===== src/ipts_pkg.sv =====
// Shared types and constants for the incremental PD throttle step core.
// Depends on nothing; used by ipts_datapath and the top level.
package ipts_pkg;

	// Configuration register indexes
	typedef enum logic [2:0] {
		REG_KP_GAIN          = 3'd0,
		REG_KD_GAIN          = 3'd1,
		REG_THROTTLE_FLOOR   = 3'd2,
		REG_THROTTLE_CEILING = 3'd3,
		REG_BRAKE_ENGAGED    = 3'd4,
		REG_BRAKE_RELEASED   = 3'd5,
		REG_SPEED_LIMIT      = 3'd6
	} reg_index_t;

	// Clutch gear codes; the spare code behaves as neutral
	typedef enum logic [1:0] {
		GEAR_NEUTRAL = 2'd0,
		GEAR_FORWARD = 2'd1,
		GEAR_REVERSE = 2'd2
	} gear_t;

	// 18/pi in Q16 (mrad to centidegrees)
	localparam logic [18:0] STEER_FACTOR_Q16 = 19'd375494;
	localparam logic [31:0] STEER_ROUND      = 32'd32768;
	// Command magnitude in mm/s at or below which braking is requested
	localparam logic [15:0] CMD_DEADBAND     = 16'd1;

	localparam logic [15:0] KP_GAIN_RESET          = 16'd256;
	localparam logic [15:0] KD_GAIN_RESET          = 16'd0;
	localparam logic [15:0] THROTTLE_FLOOR_RESET   = 16'd0;
	localparam logic [15:0] THROTTLE_CEILING_RESET = 16'd65535;
	localparam logic [15:0] BRAKE_ENGAGED_RESET    = 16'd65535;
	localparam logic [15:0] BRAKE_RELEASED_RESET   = 16'd0;
	localparam logic [14:0] SPEED_LIMIT_RESET      = 15'd1500;

	typedef struct packed {
		logic [15:0] kp_gain;
		logic [15:0] kd_gain;
		logic [15:0] throttle_floor;
		logic [15:0] throttle_ceiling;
		logic [15:0] brake_engaged;
		logic [15:0] brake_released;
		logic [14:0] speed_limit;
	} cfg_t;

	typedef struct packed {
		logic signed [15:0] error_now;
		logic signed [15:0] error_prev;
		logic signed [15:0] error_older;
		logic signed [15:0] velocity_command;
		logic signed [12:0] steer_angle_in;
		logic        [1:0]  clutch_direction;
		logic signed [15:0] wheel_speed;
	} item_t;

	typedef struct packed {
		logic        [15:0] throttle_position;
		logic signed [15:0] steer_degrees;
		logic        [15:0] rear_brake_position;
		logic               next_mode;
	} result_t;

endpackage


===== src/incremental_pd_throttle_step_core.sv =====
// Top level of the incremental PD throttle step core: configuration
// registers, input stage, throttle accumulator and result register.
// Depends on ipts_pkg and ipts_datapath.
//
// Usage
//  - Input channel (in_valid/in_ready) carries one word per control tick:
//    three speed errors, velocity command, steering angle, clutch gear and
//    wheel speed. Output channel (out_valid/out_ready) returns one word per
//    input word: throttle position, steering in centidegrees, rear brake
//    drive and the braking request.
//  - A word passes from the input register to the result register, which
//    drives the output. Throughput is one word per cycle while out_ready
//    holds, set by the accumulate-and-clamp loop around the accumulator.
//  - The input register and the result register part the two channels, so
//    a new word is taken while a finished result still waits.
//  - If the receiver stalls, the result holds, the input stage fills, and
//    in_ready drops until out_ready returns; nothing is lost or repeated.
//  - Reset (arst_n low) empties both stages, clears the accumulator, loads the
//    register defaults. The user writes registers via the plain cfg_wr_en/
//    cfg_index/cfg_data port only while the core is idle; it is not enforced.
module incremental_pd_throttle_step_core (
	input  logic               clk,
	input  logic               arst_n,

	input  logic               cfg_wr_en,
	input  logic [2:0]         cfg_index,
	input  logic [15:0]        cfg_data,

	input  logic               in_valid,
	output logic               in_ready,
	input  logic signed [15:0] error_now,
	input  logic signed [15:0] error_prev,
	input  logic signed [15:0] error_older,
	input  logic signed [15:0] velocity_command,
	input  logic signed [12:0] steer_angle_in,
	input  logic        [1:0]  clutch_direction,
	input  logic signed [15:0] wheel_speed,

	output logic               out_valid,
	input  logic               out_ready,
	output logic        [15:0] throttle_position,
	output logic signed [15:0] steer_degrees,
	output logic        [15:0] rear_brake_position,
	output logic               next_mode
);

	ipts_pkg::cfg_t    cfg_q;
	ipts_pkg::item_t   item_s1;
	logic              valid_s1;
	logic [15:0]       accum_q;
	ipts_pkg::result_t result_d;
	ipts_pkg::result_t result_q;
	logic              out_valid_q;
	logic              advance;
	logic              in_take;

	// Configuration registers; unlisted indexes are ignored
	always_ff @(posedge clk or negedge arst_n) begin
		if (!arst_n) begin
			cfg_q.kp_gain          <= ipts_pkg::KP_GAIN_RESET;
			cfg_q.kd_gain          <= ipts_pkg::KD_GAIN_RESET;
			cfg_q.throttle_floor   <= ipts_pkg::THROTTLE_FLOOR_RESET;
			cfg_q.throttle_ceiling <= ipts_pkg::THROTTLE_CEILING_RESET;
			cfg_q.brake_engaged    <= ipts_pkg::BRAKE_ENGAGED_RESET;
			cfg_q.brake_released   <= ipts_pkg::BRAKE_RELEASED_RESET;
			cfg_q.speed_limit      <= ipts_pkg::SPEED_LIMIT_RESET;
		end else if (cfg_wr_en) begin
			unique case (ipts_pkg::reg_index_t'(cfg_index))
				ipts_pkg::REG_KP_GAIN:          cfg_q.kp_gain          <= cfg_data;
				ipts_pkg::REG_KD_GAIN:          cfg_q.kd_gain          <= cfg_data;
				ipts_pkg::REG_THROTTLE_FLOOR:   cfg_q.throttle_floor   <= cfg_data;
				ipts_pkg::REG_THROTTLE_CEILING: cfg_q.throttle_ceiling <= cfg_data;
				ipts_pkg::REG_BRAKE_ENGAGED:    cfg_q.brake_engaged    <= cfg_data;
				ipts_pkg::REG_BRAKE_RELEASED:   cfg_q.brake_released   <= cfg_data;
				ipts_pkg::REG_SPEED_LIMIT:      cfg_q.speed_limit      <= cfg_data[14:0];
				default: ;
			endcase
		end
	end

	// Stage 1 moves on when the result register is empty or being drained
	assign advance  = valid_s1 && (!out_valid_q || out_ready);
	assign in_ready = !valid_s1 || advance;
	assign in_take  = in_valid && in_ready;

	always_ff @(posedge clk or negedge arst_n) begin
		if (!arst_n) begin
			valid_s1 <= 1'b0;
		end else if (in_take) begin
			valid_s1 <= 1'b1;
		end else if (advance) begin
			valid_s1 <= 1'b0;
		end
	end

	// Input payload, no reset needed
	always_ff @(posedge clk) begin
		if (in_take) begin
			item_s1.error_now        <= error_now;
			item_s1.error_prev       <= error_prev;
			item_s1.error_older      <= error_older;
			item_s1.velocity_command <= velocity_command;
			item_s1.steer_angle_in   <= steer_angle_in;
			item_s1.clutch_direction <= clutch_direction;
			item_s1.wheel_speed      <= wheel_speed;
		end
	end

	ipts_datapath u_datapath (
		.cfg    (cfg_q),
		.accum  (accum_q),
		.item   (item_s1),
		.result (result_d)
	);

	// Accumulator only commits when its word moves into the result register
	always_ff @(posedge clk or negedge arst_n) begin
		if (!arst_n) begin
			accum_q     <= 16'd0;
			out_valid_q <= 1'b0;
		end else if (advance) begin
			accum_q     <= result_d.throttle_position;
			out_valid_q <= 1'b1;
		end else if (out_ready) begin
			out_valid_q <= 1'b0;
		end
	end

	always_ff @(posedge clk) begin
		if (advance) begin
			result_q <= result_d;
		end
	end

	assign out_valid           = out_valid_q;
	assign throttle_position   = result_q.throttle_position;
	assign steer_degrees       = result_q.steer_degrees;
	assign rear_brake_position = result_q.rear_brake_position;
	assign next_mode           = result_q.next_mode;

endmodule


===== src/ipts_datapath.sv =====
// Combinational step logic: PD increment and clamp, steering conversion,
// rear brake select and braking request. Depends on ipts_pkg.
module ipts_datapath (
	input  ipts_pkg::cfg_t    cfg,
	input  logic [15:0]       accum,
	input  ipts_pkg::item_t   item,
	output ipts_pkg::result_t result
);

	logic signed [16:0] d1;
	logic signed [16:0] d2;
	logic signed [17:0] dd;
	logic signed [33:0] p_kp;
	logic signed [34:0] p_kd;
	logic signed [35:0] pd_sum;
	logic signed [27:0] incr;
	logic signed [28:0] acc_sum;
	logic signed [28:0] floor_ext;
	logic signed [28:0] ceil_ext;
	logic signed [28:0] after_floor;

	logic [12:0] mrad_mag;
	logic [31:0] steer_prod;
	logic [31:0] steer_rnd;
	logic [15:0] deg_mag;
	logic [15:0] wheel_mag;
	logic [15:0] cmd_mag;

	// Differences are exact at one extra bit each
	assign d1 = 17'(item.error_now) - 17'(item.error_prev);
	assign d2 = 17'(item.error_prev) - 17'(item.error_older);
	assign dd = 18'(d1) - 18'(d2);

	assign p_kp = $signed({1'b0, cfg.kp_gain}) * d1;
	assign p_kd = $signed({1'b0, cfg.kd_gain}) * dd;
	assign pd_sum = 36'(p_kp) + 36'(p_kd);
	// arithmetic shift is floor division by 256
	assign incr = 28'(pd_sum >>> 8);
	assign acc_sum = $signed({13'd0, accum}) + 29'(incr);

	assign floor_ext = $signed({13'd0, cfg.throttle_floor});
	assign ceil_ext  = $signed({13'd0, cfg.throttle_ceiling});

	assign after_floor = (acc_sum < floor_ext) ? floor_ext : acc_sum;
	// ceiling applied last so it wins over the floor
	assign result.throttle_position = (after_floor > ceil_ext) ? cfg.throttle_ceiling
	                                                           : after_floor[15:0];

	// Steering: magnitude, scale, round half away from zero, restore sign
	assign mrad_mag   = item.steer_angle_in[12] ? 13'(-item.steer_angle_in)
	                                            : item.steer_angle_in;
	assign steer_prod = 32'(mrad_mag) * 32'(ipts_pkg::STEER_FACTOR_Q16);
	assign steer_rnd  = steer_prod + ipts_pkg::STEER_ROUND;
	assign deg_mag    = steer_rnd[31:16];
	assign result.steer_degrees = item.steer_angle_in[12] ? $signed(16'(-deg_mag))
	                                                      : $signed(deg_mag);

	assign wheel_mag = item.wheel_speed[15] ? 16'(-item.wheel_speed) : item.wheel_speed;
	assign result.rear_brake_position = (wheel_mag >= {1'b0, cfg.speed_limit})
	                                    ? cfg.brake_engaged : cfg.brake_released;

	assign cmd_mag = item.velocity_command[15] ? 16'(-item.velocity_command)
	                                           : item.velocity_command;
	assign result.next_mode = (cmd_mag <= ipts_pkg::CMD_DEADBAND)
		|| ((item.clutch_direction == ipts_pkg::GEAR_FORWARD) && item.velocity_command[15])
		|| ((item.clutch_direction == ipts_pkg::GEAR_REVERSE) && !item.velocity_command[15]);

endmodule

===== config.mk =====
export PLATFORM = sky130hd
export DESIGN_NAME = incremental_pd_throttle_step_core
export DESIGN_NICKNAME = d
export VERILOG_FILES = /design/src/ipts_pkg.sv /design/src/incremental_pd_throttle_step_core.sv /design/src/ipts_datapath.sv
export SDC_FILE = /design/constraint.sdc
export NUM_CORES = 2
export LEC_CHECK = 0
export ABC_CLOCK_PERIOD_IN_PS = 54400
export BUFFER_PORTS_ARGS = -buffer_cell sky130_fd_sc_hd__buf_2
export CAP_MARGIN = 20
export CORE_UTILIZATION = 25
export DETAILED_ROUTE_END_ITERATION = 12
export PLACE_DENSITY = 0.4
export SLEW_MARGIN = 20
export SYNTH_ARGS = -nofsm -noshare
export SYNTH_HDL_FRONTEND = slang
export SYNTH_HIERARCHICAL = 1
export SYNTH_SLANG_ARGS = --single-unit

===== constraint.sdc =====
create_clock -name clk -period 54.4 [get_ports clk]
set_input_delay 5.44 -clock clk [delete_from_list [all_inputs] [get_ports clk]]
set_output_delay 5.44 -clock clk [all_outputs]
set_load 0.01 [all_outputs]

==> out/qor.yml <==
status:
  outcome: "complete, no violations"
clock_tree:
  post_cts_buffers: 0
  clk_latency_ps: 600
  numCtsBuffers: 37
  cts_hold_buffers: 0
  cts-htree-levels: 2
  cts_resized: 0
  cts.sinks: 273
  cts_root_buffer: "clkbuf_16"
  cts_tree: "yes"
  clock_path_buffers: 3
  clk_pin_slew_ps: 60
logic_synthesis:
  ys.flop_type: "edfxtp_1"
  synth_common_cells: "inv_1, fa_1, ha_1"
  syn_inst: 3994
  synth.distinct_cells: 88
  seq_area_frac_synth_pct: 18.69
  synth_seq_cells: 273
  synth_top_area_share_pct: 33.71
  synth_top_area_cell: "fa_1"
  synth_area_mm2: 0.04067
  avgSynthCellArea_um2: 10.18
  ys_async_sr_fraction_pct: 47.25
  synth_area_leaders: "fa_1, ha_1, edfxtp_1, inv_1, dfrtp_1"
  synth_edf_count: 144
  synth.most_common_cell: "inv_1"
  ys_warn_count: 6
  synth_nets: 5196
finish:
  utilization_pct: 28.30
  stdcell_count: 6366
  nets: 5376
  drive_above_1_share_pct: 13.56
  fillCellCount: 17270
  seqCellArea_mm2: 0.007602
  multi_input_area_mm2: 0.02915
  area_growth_pct: 12.10
placement:
  gp_congestion: 0.8366
  placed_cells: 6294
  dp_hpwl_um: 101500
  port_buffers: 169
timing:
  max_slew_margin_pct: 28.27
  post-route-min-period_ps: 19110
  fin_crit_sh_pct: 35.13
  timing.setup.tns_ps: 0
  hold_viol_final: 0
  max_slew.worst_pin.slew_ps: 1076
  fin_skew_ps: 29.64
  max_freq_mhz: 52.33
  rsz0062_at_grt: "no"
  setup_viol_count_final: 0
  maxSlewViolCount: 0
floorplan:
  pin_count: 170
  dieWidth_um: 405.4
  die_h_um: 405.4
  dieArea_mm2: 0.1643
  core_mm2: 0.1611
  rows: 147
  start_util_pct: 25.24
critical_path:
  cp_num_buf_inv: 9
  rrSetupSlack_ps: 35290
  cpLargestDelayFamily: "adder cells"
  path_common_cell: "o21ai_0"
  cp-start-kind: "flop"
  rr_worst_depth: 73
  critPathSlowestCell: "nand2_1"
  r2r_start: "item_s1[63]"
  arrival_ps: 19560
  cp-end-kind: "flop"
  worstSetupPathType: "reg -> reg"
  required_ps: 54850
  critPathMaxFanout: 24
  slowest_delay_ps: 830
  r2r_end: "accum_q[8]"
route:
  drt_iter0_drc: 1015
  antenna_left: 0
  wirelength_um: 120800
  drc: 0
  via_per_inst: 4.266
  drt_pre_antenna_iters: 7
  vias: 27160
  wl_per_cell_um: 18.98
hold_path:
  hold_path_class: "reg -> reg"
  worstHoldPathCells: 1
  hold_end: "out_valid"
  hp-start: "valid_s1"
grt:
  grt_max_degree: 67
  grt_use_total_pct: 15.12
  grt_antenna_before_repair: 22
  grt-ovfl-total: 0
  grt_pass1_vias: 29360
  grt_pass1_wl_um: 186100
run:
  max-cap-violations: 0
## area by class of cell
type,instances,share of cell area (%)
Sequential cell,273,16.67
Multi-Input combinational cell,2667,63.93
Antenna cell,3,0.01646
Clock inverter,21,0.3896
Inverter,956,7.870
Tap cell,2160,5.927
Timing Repair Buffer,239,3.038
Clock buffer,47,2.157
## placed cells by master (no fill, tap or decap), types with 28 or more instances in the layout
cell	n
a21oi_1	87
mux2_2	160
nand3_1	30
buf_4	69
nand2_1	342
fa_1	685
nor2b_1	50
clkbuf_16	37
edfxtp_1	144
nor3_1	28
ha_1	398
inv_1	955
dfrtp_1	89
nor2_1	73
xnor2_1	96
o21ai_0	72
dfstp_2	40
buf_2	168
a21o_1	40
and2_1	272
xor2_1	35
## metal layers
metal  wire [um]  vias to the layer above  GRT usage [%]
met3        4158                      100          2.147
met2       56510                      328          24.71
met1       58310                    13950          21.33
li1            -                    12760              -
met5         108                        -              0
met4        1712                       18          2.539
## state kept, by name, indices dropped and copies added, names as in the netlist
signal               count
accum_q                 16
cfg_q                  111
throttle_position       16
rear_brake_position     16
steer_degrees           16
out_valid                1
next_mode                1
valid_s1                 1
item_s1                 95
## worst register-to-register path: cells and delay by family (launching register included)
family | cells | cell delay, ps
AND/OR/NAND/NOR | 13 | 2740
multiplexers | 3 | 800
adder cells (fa/ha/maj) | 16 | 7080
XOR/XNOR | 2 | 990
buffers and inverters | 9 | 1080
AO/OA/AOI/OAI | 30 | 5850
flip-flops | 1 | 430
## worst max path at each step
stage,to,cells after the start,slack [ps],from
2_1_floorplan,accum_q[10],79,37380,item_s1[63]
3_3_place_gp,accum_q[8],72,35240,item_s1[63]
3_5_place_dp,accum_q[13],72,35070,item_s1[63]
4_1_cts,accum_q[8],72,34990,item_s1[63]
5_1_grt,accum_q[8],73,33650,item_s1[63]
6_report,accum_q[8],73,35290,item_s1[63]
## cell families after synthesis
group	Yosys count	synth area share, %
compound gates	344	5.549
mux	175	4.910
simple gates	922	11.93
fa+ha+maj	1083	45.96
xor+xnor	143	3.079
flops	273	18.69
buf+inv	1054	9.884
## per-stage QoR
| step | hold WS [ps] | instance area [um2] | setup slack [ps] |
|---|---|---|---|
| 2_1_floorplan | 457.2 | 40670 | 37380 |
| 5_1_grt | 519.4 | 45590 | 33650 |
| 4_1_cts | 484.5 | 45580 | 34990 |
| 6_report | 484.5 | 45600 | 35290 |
| 3_3_place_gp | 470.4 | 44410 | 35240 |
| 3_5_place_dp | 482.6 | 44410 | 35070 |
Power is left out: the tool's default activity adds up to more than one toggle a clock period on the data nets, which glitch-free logic cannot reach.
